===== src/rtl/ihx_pkg.sv =====
// ----------------------------------------------------------------------------
// ihx_pkg: shared types and constants for the Intel HEX record encoder
// Command and store-write records exchanged between front and back ends,
// plus the hex digit and end-record character lookups.
// ----------------------------------------------------------------------------
`default_nettype none

package ihx_pkg;

   localparam int RECORD_BYTES_DEF = 16;

   // Fixed field widths, sized for the largest supported record (32 bytes)
   localparam int CNT_W     = 6;
   localparam int IDX_MAX_W = 5;

   localparam logic OP_DATA   = 1'b0;
   localparam logic OP_FINISH = 1'b1;

   localparam logic [7:0] CHAR_COLON   = 8'h3A;
   localparam logic [7:0] CHAR_NEWLINE = 8'h0A;
   localparam logic [7:0] CHAR_ZERO    = 8'h30;
   localparam logic [7:0] CHAR_ONE     = 8'h31;
   localparam logic [7:0] CHAR_F       = 8'h46;

   // One record to be written out by the back end
   typedef struct packed {
      logic             is_end;  // end-of-file record, no data
      logic             last;    // final record caused by the input item
      logic             bank;    // store bank holding the data bytes
      logic [CNT_W-1:0] count;
      logic [15:0]      addr;
      logic [7:0]       chk;
   } cmd_type;

   // Store write from the front end
   typedef struct packed {
      logic                 en;
      logic                 bank;
      logic [IDX_MAX_W-1:0] idx;
      logic [7:0]           data;
   } wr_type;

   // Bank handed back once its record is fully written out
   typedef struct packed {
      logic en;
      logic bank;
   } rel_type;

   function automatic logic [7:0] hex_char(input logic [3:0] nib);
      logic [7:0] c;
      if (nib < 4'd10) begin
         c = 8'h30 + {4'h0, nib};
      end else begin
         c = 8'h37 + {4'h0, nib};
      end
      return c;
   endfunction

   // ":00000001FF\n"
   function automatic logic [7:0] end_char(input logic [3:0] idx);
      logic [7:0] c;
      case (idx)
         4'd0:    c = CHAR_COLON;
         4'd8:    c = CHAR_ONE;
         4'd9:    c = CHAR_F;
         4'd10:   c = CHAR_F;
         4'd11:   c = CHAR_NEWLINE;
         default: c = CHAR_ZERO;
      endcase
      return c;
   endfunction

endpackage

`default_nettype wire


===== src/rtl/ihx_if.sv =====
// ----------------------------------------------------------------------------
// ihx_if: request and response channels of the Intel HEX record encoder
// Valid/ready channels; an item moves when valid and ready are both high.
// ----------------------------------------------------------------------------
`default_nettype none

interface ihx_req_if;
   logic        valid;
   logic        ready;
   logic        operation;
   logic [7:0]  data_byte;
   logic [15:0] byte_address;

   modport source (output valid, operation, data_byte, byte_address, input ready);
   modport sink   (input valid, operation, data_byte, byte_address, output ready);
endinterface

interface ihx_rsp_if;
   logic       valid;
   logic       ready;
   logic [7:0] out_char;
   logic       last_char;

   modport source (output valid, out_char, last_char, input ready);
   modport sink   (input valid, out_char, last_char, output ready);
endinterface

`default_nettype wire


===== src/rtl/ihx_cmd_q.sv =====
// ----------------------------------------------------------------------------
// ihx_cmd_q: two-entry record command queue
// Decouples the collecting front end from the character back end.
// ----------------------------------------------------------------------------
`default_nettype none

module ihx_cmd_q (
   input  logic            clock,
   input  logic            reset,
   input  logic            push,
   input  ihx_pkg::cmd_type push_cmd,
   input  logic            pop,
   output logic            full,
   output logic            valid,
   output ihx_pkg::cmd_type head
);

   ihx_pkg::cmd_type entry_ff [2];
   logic             wr_ptr_ff, wr_ptr_in;
   logic             rd_ptr_ff, rd_ptr_in;
   logic [1:0]       cnt_ff, cnt_in;

   assign full  = (cnt_ff == 2'd2);
   assign valid = (cnt_ff != 2'd0);
   assign head  = entry_ff[rd_ptr_ff];

   always_comb begin
      wr_ptr_in = push ? ~wr_ptr_ff : wr_ptr_ff;
      rd_ptr_in = pop  ? ~rd_ptr_ff : rd_ptr_ff;
      cnt_in    = cnt_ff + {1'b0, push} - {1'b0, pop};
   end

   always_ff @(posedge clock) begin
      if (reset) begin
         wr_ptr_ff <= 1'b0;
         rd_ptr_ff <= 1'b0;
         cnt_ff    <= 2'd0;
      end else begin
         wr_ptr_ff <= wr_ptr_in;
         rd_ptr_ff <= rd_ptr_in;
         cnt_ff    <= cnt_in;
      end
   end

   always_ff @(posedge clock) begin
      if (push) begin
         entry_ff[wr_ptr_ff] <= push_cmd;
      end
   end

endmodule

`default_nettype wire


===== src/rtl/ihx_front.sv =====
// ----------------------------------------------------------------------------
// ihx_front: item intake and record collection
// Holds one item, tracks the run and fill state, writes bytes into the
// active store bank and queues record commands with a ready checksum.
// ----------------------------------------------------------------------------
`default_nettype none

module ihx_front #(
   parameter int RECORD_BYTES = ihx_pkg::RECORD_BYTES_DEF
) (
   input  logic             clock,
   input  logic             reset,
   ihx_req_if.sink          req_ch,
   input  logic             q_full,
   output logic             q_push,
   output ihx_pkg::cmd_type q_cmd,
   output ihx_pkg::wr_type  wr,
   input  ihx_pkg::rel_type rel
);

   localparam int FW = $clog2(RECORD_BYTES + 1);
   localparam logic [FW-1:0] FILL_FULL = FW'(RECORD_BYTES);
   // a jump flush is the item's last record unless the new byte fills a record too
   localparam logic LAST_ON_JUMP = (RECORD_BYTES != 1);

   logic          hold_ff, hold_in;
   logic          op_ff, op_in;
   logic [7:0]    byte_ff, byte_in;
   logic [15:0]   addr_ff, addr_in;
   logic [FW-1:0] fill_ff, fill_in;
   logic [15:0]   rec_addr_ff, rec_addr_in;
   logic [15:0]   exp_addr_ff, exp_addr_in;
   logic          run_ff, run_in;
   logic [7:0]    sum_ff, sum_in;
   logic          bank_ff, bank_in;
   logic [1:0]    busy_ff, busy_in;

   logic          is_data, fill_nz, jump, full_after;
   logic [FW-1:0] fill_inc;
   logic [15:0]   new_rec_addr;
   logic [7:0]    sum_new, chk_held, chk_full;

   assign req_ch.ready = ~hold_ff;

   always_comb begin
      is_data      = (op_ff == ihx_pkg::OP_DATA);
      fill_nz      = (fill_ff != '0);
      jump         = run_ff && fill_nz && (addr_ff != exp_addr_ff);
      fill_inc     = fill_ff + FW'(1);
      full_after   = (fill_inc == FILL_FULL);
      new_rec_addr = fill_nz ? rec_addr_ff : addr_ff;
      sum_new      = sum_ff + byte_ff;
      chk_held     = 8'h00 - (8'(fill_ff) + rec_addr_ff[15:8] + rec_addr_ff[7:0] + sum_ff);
      chk_full     = 8'h00 - (8'(FILL_FULL) + new_rec_addr[15:8] + new_rec_addr[7:0]
                              + sum_new);

      hold_in     = hold_ff;
      op_in       = op_ff;
      byte_in     = byte_ff;
      addr_in     = addr_ff;
      fill_in     = fill_ff;
      rec_addr_in = rec_addr_ff;
      exp_addr_in = exp_addr_ff;
      run_in      = run_ff;
      sum_in      = sum_ff;
      bank_in     = bank_ff;
      busy_in     = busy_ff & ~(rel.en ? (2'b01 << rel.bank) : 2'b00);
      q_push      = 1'b0;
      q_cmd       = '0;
      wr          = '0;

      if (!hold_ff) begin
         if (req_ch.valid) begin
            hold_in = 1'b1;
            op_in   = req_ch.operation;
            byte_in = req_ch.data_byte;
            addr_in = req_ch.byte_address;
         end
      end else if ((is_data && jump) || (!is_data && fill_nz)) begin
         // flush the held partial record; the item stays for its next step
         if (!q_full) begin
            q_push          = 1'b1;
            q_cmd.is_end    = 1'b0;
            q_cmd.last      = is_data ? LAST_ON_JUMP : 1'b0;
            q_cmd.bank      = bank_ff;
            q_cmd.count     = ihx_pkg::CNT_W'(fill_ff);
            q_cmd.addr      = rec_addr_ff;
            q_cmd.chk       = chk_held;
            busy_in[bank_ff] = 1'b1;
            bank_in         = ~bank_ff;
            fill_in         = '0;
            sum_in          = 8'h00;
         end
      end else if (is_data) begin
         // store the byte; a full record goes out at once
         if (!busy_ff[bank_ff] && (!full_after || !q_full)) begin
            wr.en       = 1'b1;
            wr.bank     = bank_ff;
            wr.idx      = ihx_pkg::IDX_MAX_W'(fill_ff);
            wr.data     = byte_ff;
            rec_addr_in = new_rec_addr;
            exp_addr_in = addr_ff + 16'd1;
            run_in      = 1'b1;
            hold_in     = 1'b0;
            if (full_after) begin
               q_push           = 1'b1;
               q_cmd.is_end     = 1'b0;
               q_cmd.last       = 1'b1;
               q_cmd.bank       = bank_ff;
               q_cmd.count      = ihx_pkg::CNT_W'(FILL_FULL);
               q_cmd.addr       = new_rec_addr;
               q_cmd.chk        = chk_full;
               busy_in[bank_ff] = 1'b1;
               bank_in          = ~bank_ff;
               fill_in          = '0;
               sum_in           = 8'h00;
            end else begin
               fill_in = fill_inc;
               sum_in  = sum_new;
            end
         end
      end else begin
         // finish with an empty store: end-of-file record
         if (!q_full) begin
            q_push       = 1'b1;
            q_cmd.is_end = 1'b1;
            q_cmd.last   = 1'b1;
            run_in       = 1'b0;
            fill_in      = '0;
            hold_in      = 1'b0;
         end
      end
   end

   always_ff @(posedge clock) begin
      if (reset) begin
         hold_ff     <= 1'b0;
         fill_ff     <= '0;
         rec_addr_ff <= 16'h0000;
         exp_addr_ff <= 16'h0000;
         run_ff      <= 1'b0;
         sum_ff      <= 8'h00;
         bank_ff     <= 1'b0;
         busy_ff     <= 2'b00;
      end else begin
         hold_ff     <= hold_in;
         fill_ff     <= fill_in;
         rec_addr_ff <= rec_addr_in;
         exp_addr_ff <= exp_addr_in;
         run_ff      <= run_in;
         sum_ff      <= sum_in;
         bank_ff     <= bank_in;
         busy_ff     <= busy_in;
      end
   end

   always_ff @(posedge clock) begin
      op_ff   <= op_in;
      byte_ff <= byte_in;
      addr_ff <= addr_in;
   end

endmodule

`default_nettype wire


===== src/rtl/ihx_back.sv =====
// ----------------------------------------------------------------------------
// ihx_back: record store and character generator
// Owns the two-bank byte store, pops record commands and writes them out
// one ASCII character per cycle while rsp_ch is ready, through a registered output stage.
// ----------------------------------------------------------------------------
`default_nettype none

module ihx_back #(
   parameter int RECORD_BYTES = ihx_pkg::RECORD_BYTES_DEF
) (
   input  logic             clock,
   input  logic             reset,
   input  ihx_pkg::wr_type  wr,
   input  logic             q_valid,
   input  ihx_pkg::cmd_type q_head,
   output logic             q_pop,
   output ihx_pkg::rel_type rel,
   ihx_rsp_if.source        rsp_ch
);

   localparam int IDX_W     = (RECORD_BYTES > 1) ? $clog2(RECORD_BYTES) : 1;
   localparam int POS_W     = $clog2(12 + 2 * RECORD_BYTES);
   localparam int MEM_DEPTH = 2 * (2 ** IDX_W);
   localparam logic [POS_W-1:0] P_DATA = POS_W'(9);
   localparam logic [POS_W-1:0] P_LAST = POS_W'(11);

   logic [7:0] mem [MEM_DEPTH];

   logic             act_ff, act_in;
   ihx_pkg::cmd_type cmd_ff, cmd_in;
   logic [POS_W-1:0] pos_ff, pos_in;
   logic [7:0]       rd_data_ff;
   logic             rsp_valid_ff, rsp_valid_in;
   logic [7:0]       char_ff, char_in;
   logic             last_ff, last_in;

   logic             step, at_end;
   logic [POS_W-1:0] n2, end_pos, d, t, rd_d;
   logic [7:0]       cnt8, ch;
   logic [3:0]       nib;
   logic [IDX_W:0]   rd_addr;

   assign rsp_ch.valid     = rsp_valid_ff;
   assign rsp_ch.out_char  = char_ff;
   assign rsp_ch.last_char = last_ff;

   // character at the current position
   always_comb begin
      n2      = POS_W'({cmd_ff.count, 1'b0});
      end_pos = cmd_ff.is_end ? P_LAST : P_LAST + n2;
      at_end  = (pos_ff == end_pos);
      d       = pos_ff - P_DATA;
      t       = d - n2;
      cnt8    = 8'(cmd_ff.count);
      nib     = 4'h0;
      case (pos_ff[3:0])
         4'd1:    nib = cnt8[7:4];
         4'd2:    nib = cnt8[3:0];
         4'd3:    nib = cmd_ff.addr[15:12];
         4'd4:    nib = cmd_ff.addr[11:8];
         4'd5:    nib = cmd_ff.addr[7:4];
         4'd6:    nib = cmd_ff.addr[3:0];
         default: nib = 4'h0;
      endcase
      if (cmd_ff.is_end) begin
         ch = ihx_pkg::end_char(pos_ff[3:0]);
      end else if (pos_ff == '0) begin
         ch = ihx_pkg::CHAR_COLON;
      end else if (pos_ff < P_DATA) begin
         ch = ihx_pkg::hex_char(nib);
      end else if (d < n2) begin
         ch = ihx_pkg::hex_char(d[0] ? rd_data_ff[3:0] : rd_data_ff[7:4]);
      end else if (t == '0) begin
         ch = ihx_pkg::hex_char(cmd_ff.chk[7:4]);
      end else if (t == POS_W'(1)) begin
         ch = ihx_pkg::hex_char(cmd_ff.chk[3:0]);
      end else begin
         ch = ihx_pkg::CHAR_NEWLINE;
      end
   end

   always_comb begin
      step  = act_ff && (!rsp_valid_ff || rsp_ch.ready);
      q_pop = !act_ff && q_valid;

      act_in       = act_ff;
      cmd_in       = cmd_ff;
      pos_in       = pos_ff;
      rsp_valid_in = rsp_valid_ff && !rsp_ch.ready;
      char_in      = char_ff;
      last_in      = last_ff;
      rel          = '0;

      if (q_pop) begin
         act_in = 1'b1;
         cmd_in = q_head;
         pos_in = '0;
      end
      if (step) begin
         rsp_valid_in = 1'b1;
         char_in      = ch;
         last_in      = at_end && cmd_ff.last;
         if (at_end) begin
            act_in   = 1'b0;
            rel.en   = ~cmd_ff.is_end;
            rel.bank = cmd_ff.bank;
         end else begin
            pos_in = pos_ff + POS_W'(1);
         end
      end

      // fetch the byte for the next position so it is ready when that position is reached
      rd_d    = pos_in - P_DATA;
      rd_addr = {cmd_in.bank, rd_d[IDX_W:1]};
   end

   always_ff @(posedge clock) begin
      if (wr.en) begin
         mem[{wr.bank, wr.idx[IDX_W-1:0]}] <= wr.data;
      end
      rd_data_ff <= mem[rd_addr];
   end

   always_ff @(posedge clock) begin
      if (reset) begin
         act_ff       <= 1'b0;
         pos_ff       <= '0;
         rsp_valid_ff <= 1'b0;
      end else begin
         act_ff       <= act_in;
         pos_ff       <= pos_in;
         rsp_valid_ff <= rsp_valid_in;
      end
   end

   always_ff @(posedge clock) begin
      cmd_ff  <= cmd_in;
      char_ff <= char_in;
      last_ff <= last_in;
   end

endmodule

`default_nettype wire


===== src/rtl/intel_hex_record_encoder.sv =====
// ----------------------------------------------------------------------------
// intel_hex_record_encoder: addressed byte stream to Intel HEX text
// Collects bytes into records of RECORD_BYTES, flushes on address jumps and
// on finish, and writes each record out as ASCII, one character per item.
// ----------------------------------------------------------------------------
//
//  Channel  Dir  Handshake     Payload
//  -------  ---  ------------  -------------------------------------------
//  req_ch   in   valid/ready   operation, data_byte[7:0], byte_address[15:0]
//  rsp_ch   out  valid/ready   out_char[7:0], last_char
//
//  Front holds one input item: it accepts the item, then stores the byte or
//  queues the end record, each partial flush adding a step. Back: an n-byte
//  record is 12+2n characters, one per cycle while rsp_ch is ready, plus an
//  idle fetch step before each record; the back end sets the throughput.
//  Reset (synchronous) empties the store and queue; there is no clearing pass.
//  A stalled rsp_ch backs up into the command queue, the store banks, req_ch.
//
`default_nettype none

module intel_hex_record_encoder #(
   parameter int RECORD_BYTES = ihx_pkg::RECORD_BYTES_DEF
) (
   input logic       clock,
   input logic       reset,
   ihx_req_if.sink   req_ch,
   ihx_rsp_if.source rsp_ch
);

   logic             q_push, q_full, q_valid, q_pop;
   ihx_pkg::cmd_type q_cmd, q_head;
   ihx_pkg::wr_type  wr;
   ihx_pkg::rel_type rel;

   // intake, run tracking, bank ownership
   ihx_front #(.RECORD_BYTES(RECORD_BYTES)) u_front (
      .clock  (clock),
      .reset  (reset),
      .req_ch (req_ch),
      .q_full (q_full),
      .q_push (q_push),
      .q_cmd  (q_cmd),
      .wr     (wr),
      .rel    (rel)
   );

   ihx_cmd_q u_cmd_q (
      .clock    (clock),
      .reset    (reset),
      .push     (q_push),
      .push_cmd (q_cmd),
      .pop      (q_pop),
      .full     (q_full),
      .valid    (q_valid),
      .head     (q_head)
   );

   // store banks and text output
   ihx_back #(.RECORD_BYTES(RECORD_BYTES)) u_back (
      .clock   (clock),
      .reset   (reset),
      .wr      (wr),
      .q_valid (q_valid),
      .q_head  (q_head),
      .q_pop   (q_pop),
      .rel     (rel),
      .rsp_ch  (rsp_ch)
   );

   // commands never pushed into a full queue
   a_q_no_overflow: assert property (@(posedge clock) disable iff (reset)
      q_push |-> !q_full)
      else $error("record command pushed into full queue");

   // a bank being emptied by the back end is never refilled or re-queued
   a_wr_bank_owned: assert property (@(posedge clock) disable iff (reset)
      (wr.en && rel.en) |-> (wr.bank != rel.bank))
      else $error("store write into bank still being written out");

   a_push_bank_owned: assert property (@(posedge clock) disable iff (reset)
      (q_push && !q_cmd.is_end && rel.en) |-> (q_cmd.bank != rel.bank))
      else $error("record queued on bank just released");

   // one item held at a time
   a_hold_one: assert property (@(posedge clock) disable iff (reset)
      (req_ch.valid && req_ch.ready) |=> !req_ch.ready)
      else $error("second item taken while one is held");

endmodule

`default_nettype wire

===== src/flat_wrapper.sv =====
// flat-port wrapper written by rule: the top's interface ports become plain ports
module intel_hex_record_encoder_flat 
#(
   parameter int RECORD_BYTES = ihx_pkg::RECORD_BYTES_DEF
)
  (clock, reset, req_ch_valid, req_ch_operation, req_ch_data_byte, req_ch_byte_address, req_ch_ready, rsp_ch_valid, rsp_ch_out_char, rsp_ch_last_char, rsp_ch_ready);
  ihx_req_if req_ch_i ();
  ihx_rsp_if rsp_ch_i ();
  input logic clock;
  input logic reset;
  input wire logic [$bits(req_ch_i.valid)-1:0] req_ch_valid;
  input wire logic [$bits(req_ch_i.operation)-1:0] req_ch_operation;
  input wire logic [$bits(req_ch_i.data_byte)-1:0] req_ch_data_byte;
  input wire logic [$bits(req_ch_i.byte_address)-1:0] req_ch_byte_address;
  output wire logic [$bits(req_ch_i.ready)-1:0] req_ch_ready;
  output wire logic [$bits(rsp_ch_i.valid)-1:0] rsp_ch_valid;
  output wire logic [$bits(rsp_ch_i.out_char)-1:0] rsp_ch_out_char;
  output wire logic [$bits(rsp_ch_i.last_char)-1:0] rsp_ch_last_char;
  input wire logic [$bits(rsp_ch_i.ready)-1:0] rsp_ch_ready;
  assign req_ch_i.valid = req_ch_valid;
  assign req_ch_i.operation = req_ch_operation;
  assign req_ch_i.data_byte = req_ch_data_byte;
  assign req_ch_i.byte_address = req_ch_byte_address;
  assign req_ch_ready = req_ch_i.ready;
  assign rsp_ch_valid = rsp_ch_i.valid;
  assign rsp_ch_out_char = rsp_ch_i.out_char;
  assign rsp_ch_last_char = rsp_ch_i.last_char;
  assign rsp_ch_i.ready = rsp_ch_ready;
  intel_hex_record_encoder #(.RECORD_BYTES(RECORD_BYTES)) u_core (.clock(clock), .reset(reset), .req_ch(req_ch_i), .rsp_ch(rsp_ch_i));
endmodule

===== config.mk =====
export PLATFORM = sky130hd
export DESIGN_NAME = intel_hex_record_encoder_flat
export DESIGN_NICKNAME = d
export VERILOG_FILES = /design/src/rtl/ihx_pkg.sv /design/src/rtl/ihx_if.sv /design/src/rtl/ihx_cmd_q.sv /design/src/rtl/ihx_front.sv /design/src/rtl/ihx_back.sv /design/src/rtl/intel_hex_record_encoder.sv /design/src/flat_wrapper.sv
export SDC_FILE = /design/constraint.sdc
export NUM_CORES = 1
export LEC_CHECK = 0
export BUFFER_PORTS_ARGS = -buffer_cell sky130_fd_sc_hd__buf_2
export CAP_MARGIN = 20
export CORE_MARGIN = 3
export CORE_UTILIZATION = 63
export DETAILED_ROUTE_END_ITERATION = 10
export PLACE_DENSITY = 0.8
export REMOVE_ABC_BUFFERS = 1
export SLEW_MARGIN = 20
export SYNTH_ARGS = -nofsm -noshare
export SYNTH_HDL_FRONTEND = slang
export SYNTH_SLANG_ARGS = --single-unit

===== constraint.sdc =====
create_clock -name clock -period 6.3 [get_ports clock]
set_input_delay 1.575 -clock clock [delete_from_list [all_inputs] [get_ports clock]]
set_output_delay 1.575 -clock clock [all_outputs]
set_load 0.05 [all_outputs]

==> impl_metrics.tcl <==
set metrics [dict create \
    outcome "completed" \
    slew_headroom_pct 33.2 \
    crit_top_cell "ha_1" \
    critPathArrivalTime_ns 5.43 \
    area_growth_pct 10.1 \
    r2r_cells 19 \
    cts_post_setup_buffers_inserted 0 \
    slew_violations 0 \
    gp_congestion 0.865 \
    post-place-ws_ns 1.09 \
    ys_ff_latch 456 \
    num_rows 65 \
    rr_startpoint "u_core.u_front.fill_ff[1]$_SDFFE_PP0P_" \
    finalInstanceArea_sq_mm 0.0228 \
    fmax_ghz 0.195 \
    worstPathCellList "clkinv_1, ha_1, and3_1, buf_4, a21oi_1, inv_1, fa_1, inv_1, ha_1, ha_1, nor2b_1, o21ai_0, nand2b_1, a21o_1, a21oi_1, xnor2_1, xnor2_1, a32oi_1, nor2_1" \
    num_io_pins 40 \
    routed_wl_mm 44.3 \
    die_x_um 187 \
    rsz0062_at_grt "false" \
    grt_pass1_wl_mm 69.6 \
    port-buffer-count 38 \
    cp_slowest_stage_delay_ns 0.56 \
    grt.total_usage_pct 25.4 \
    crit_slowest_cell "dfxtp_1" \
    remaining_drc_errors 0 \
    netlist_area_sq_mm 0.0207 \
    synthArstFlopShare_pct 0 \
    grt_max_degree 67 \
    setup_tns_ns 0 \
    globalRouteOverflowTotal 0 \
    wire_per_inst_um 22.5 \
    drt-initial-drc-count 1313 \
    startpoint_type "register" \
    peakVddDrop_mv 0.311 \
    antenna_found_initial 0 \
    clkLatencyLatePin_ns 0.56 \
    hold_viol_final 0 \
    ys.flop_type "edfxtp_1" \
    n_antenna_cell 0 \
    clkTransAtPathRegs_ns 0.06 \
    synthDistinctLibCells 77 \
    whs_ns 0.491 \
    vias 12300 \
    crit_start "u_core.u_front.fill_ff[1]$_SDFFE_PP0P_" \
    cp_max_fo 23 \
    synthCells 1470 \
    hold_buffers 0 \
    cts_tree "done" \
    fin_ws_ns 1.16 \
    post-dp-hpwl_mm 29.0 \
    required_ns 6.59 \
    yosysWarnings 0 \
    initial_core_util_pct 64.9 \
    numCtsBuffers 45 \
    core_sq_mm 0.0320 \
    dpl_cell_area_sq_mm 0.0213 \
    finish.utilization_pct 71.4 \
    drive_above_1_share_pct 16.1 \
    ys_top_cells_by_area "edfxtp_1 56%, dfxtp_1 7.0%, mux4_2 6.1%" \
    reg2reg_slack_ns 1.16 \
    synth-edff-count 384 \
    ctsResizeCount 0 \
    clk_path_buf_depth 3 \
    finClkSkew_ns 0.0215 \
    p_per_area_mw_per_mm2 415 \
    p_leak_nw 7.99 \
    cp-end-kind "register" \
    fin_crit_ns 5.14 \
    worst_pin_slew_ns 0.989 \
    timing.rr.end "u_core.u_cmd_q.entry_ff[0][7]$_DFFE_PP_" \
    syn_area_per_cell_sq_um 14.1 \
    critPathKind "reg -> reg" \
    viasPerCell 6.21 \
    min_period_over_period_pct 81.5 \
    die_height_um 187 \
    die_area_sq_mm 0.0351 \
    clock_sinks 456 \
    clock-root-buffer "clkbuf_16" \
    yosysSeqAreaShare_pct 62.6 \
    yosysTopAreaCellShare_pct 55.6 \
    grt_pass1_vias 12200 \
    final-setup-viol-count 0 \
    dr.pass1.iters 5 \
    cap_violations 0 \
    hp-class "reg -> reg" \
    final_nets 1607 \
    cts_htree_levels 2 \
    synth_area_leader_cell "edfxtp_1" \
    critPathCapture "u_core.u_cmd_q.entry_ff[0][7]$_DFFE_PP_" \
    fillCellCount 1972 \
    antenna_left 0 \
]
## final cells by class
cell class | instances | area [sq um] | share of cell area, %
flip-flops and latches | 456 | 13000 | 56.8
multi-input cells | 837 | 7070 | 31.0
clock buffers | 57 | 1210 | 5.31
well taps | 435 | 544 | 2.38
inverters | 104 | 390 | 1.71
repair buffers | 57 | 343 | 1.50
clock inverters | 27 | 289 | 1.27
## synth_stat cells, drive strengths merged, types with 4 or more instances
library cell / count
or4b: 4
a221o: 9
ha: 56
and3: 9
nand2: 57
o311ai: 7
buf: 19
nor4: 6
or3: 7
clkbuf: 54
a211oi: 35
nor2: 144
inv: 103
a31oi: 7
fa: 21
xor2: 25
mux2i: 48
and2: 15
mux4: 56
o21ai: 36
mux2: 33
a221oi: 5
edfxtp: 384
a22oi: 11
dfxtp: 72
nand3: 20
nor3: 17
a21o: 10
a21oi: 65
o211ai: 4
nand2b: 6
nor2b: 11
nand4: 7
a22o: 8
xnor2: 48
a222oi: 10
## power breakdown
group / switching (mW) / internal (mW) / total [mW]
Clock: 1.11 / 1.58 / 2.68
Combinational: 1.70 / 1.41 / 3.11
Sequential: 0.149 / 3.53 / 3.68
Total: 2.96 / 6.51 / 9.47
## per-stage QoR
step | std cells | total power, mW
floorplan | 1397 | 6.09
global placement | 1888 | 6.70
detailed placement | 1889 | 6.81
CTS | 1973 | 9.51
global route | 1973 | 9.93
finish | 1973 | 9.47
## worst min path at each step
stage	start	end	cells past startpoint
6_report	u_core.u_front.exp_addr_ff[1]$_SDFFE_PP0P_	u_core.u_front.exp_addr_ff[1]$_SDFFE_PP0P_	2
3_5_place_dp	u_core.u_front.exp_addr_ff[1]$_SDFFE_PP0P_	u_core.u_front.exp_addr_ff[1]$_SDFFE_PP0P_	2
3_3_place_gp	u_core.u_front.exp_addr_ff[1]$_SDFFE_PP0P_	u_core.u_front.exp_addr_ff[1]$_SDFFE_PP0P_	2
4_1_cts	u_core.u_front.exp_addr_ff[1]$_SDFFE_PP0P_	u_core.u_front.exp_addr_ff[1]$_SDFFE_PP0P_	2
5_1_grt	u_core.u_front.exp_addr_ff[1]$_SDFFE_PP0P_	u_core.u_front.exp_addr_ff[1]$_SDFFE_PP0P_	2
2_1_floorplan	u_core.u_front.busy_ff[0]$_SDFF_PP0_	u_core.u_front.busy_ff[0]$_SDFF_PP0_	2
## worst max-delay path, delay by kind of cell (launching register included)
| family | cells | cell delay (ns) |
|---|---|---|
| buffers and inverters | 4 | 0.82 |
| adder cells (fa/ha/maj) | 4 | 1.43 |
| flip-flops | 1 | 0.56 |
| XOR/XNOR | 2 | 0.24 |
| AO/OA/AOI/OAI | 5 | 1.11 |
| AND/OR/NAND/NOR | 4 | 0.66 |
## flip-flops by register name, summed over array words and instances, names as in the netlist, 5 cells and up, named ones only
| register | flops |
|---|---|
| u_core.u_back.mem | 256 |
| u_core.u_cmd_q.entry_ff | 64 |
| u_core.u_back.cmd_ff | 32 |
| u_core.u_front.addr_ff | 16 |
| u_core.u_front.exp_addr_ff | 16 |
| u_core.u_front.rec_addr_ff | 16 |
| u_core.u_back.rd_data_ff | 8 |
| u_core.u_front.byte_ff | 8 |
| u_core.u_front.sum_ff | 8 |
| u_core.u_back.rsp_ch.out_char | 7 |
| u_core.u_back.pos_ff | 6 |
| u_core.u_front.fill_ff | 5 |
## logic make-up after synthesis
logic type / after synthesis / share of synthesized area [%]
XOR/XNOR: 73 / 3.27
other: 1 / 0.0181
flip-flops: 456 / 62.6
AND/OR/NAND/NOR: 317 / 7.26
multiplexers: 137 / 10.2
AO/OA/AOI/OAI: 232 / 7.77
buffers and inverters: 177 / 3.48
adder cells (fa/ha/maj): 77 / 5.41
## cells in the final DEF, fill, tap and decap left out, drive strengths merged, types with 4 or more instances in the layout
master  count
ha         56
o211ai      4
clkbuf     57
nand2      57
mux2i      48
and2       15
nor2      144
a211oi     35
a21o       10
nand3      20
mux2       33
inv       104
nor3       17
a221o       9
dfxtp      72
clkinv     19
or4b        4
a221oi      5
mux4       56
a22oi      11
edfxtp    384
buf        57
nand2b      6
o21ai      36
or3         7
o311ai      7
bufinv      5
a31oi       7
fa         21
a222oi     10
a21oi      65
nor2b      11
a22o        8
and3        9
xnor2      48
nor4        6
xor2       25
nand4       7
## metal layers
metal | global-route usage [%] | part of all wire, % | up-vias
met5 | 0 | 0 | -
met4 | 6.78 | 2.4 | 0
met3 | 4.07 | 7.5 | 100
met2 | 41.1 | 48 | 551
met1 | 36.6 | 42 | 6042
li1 | - | - | 5569
Note: power is estimated with default switching activity, not from simulation.
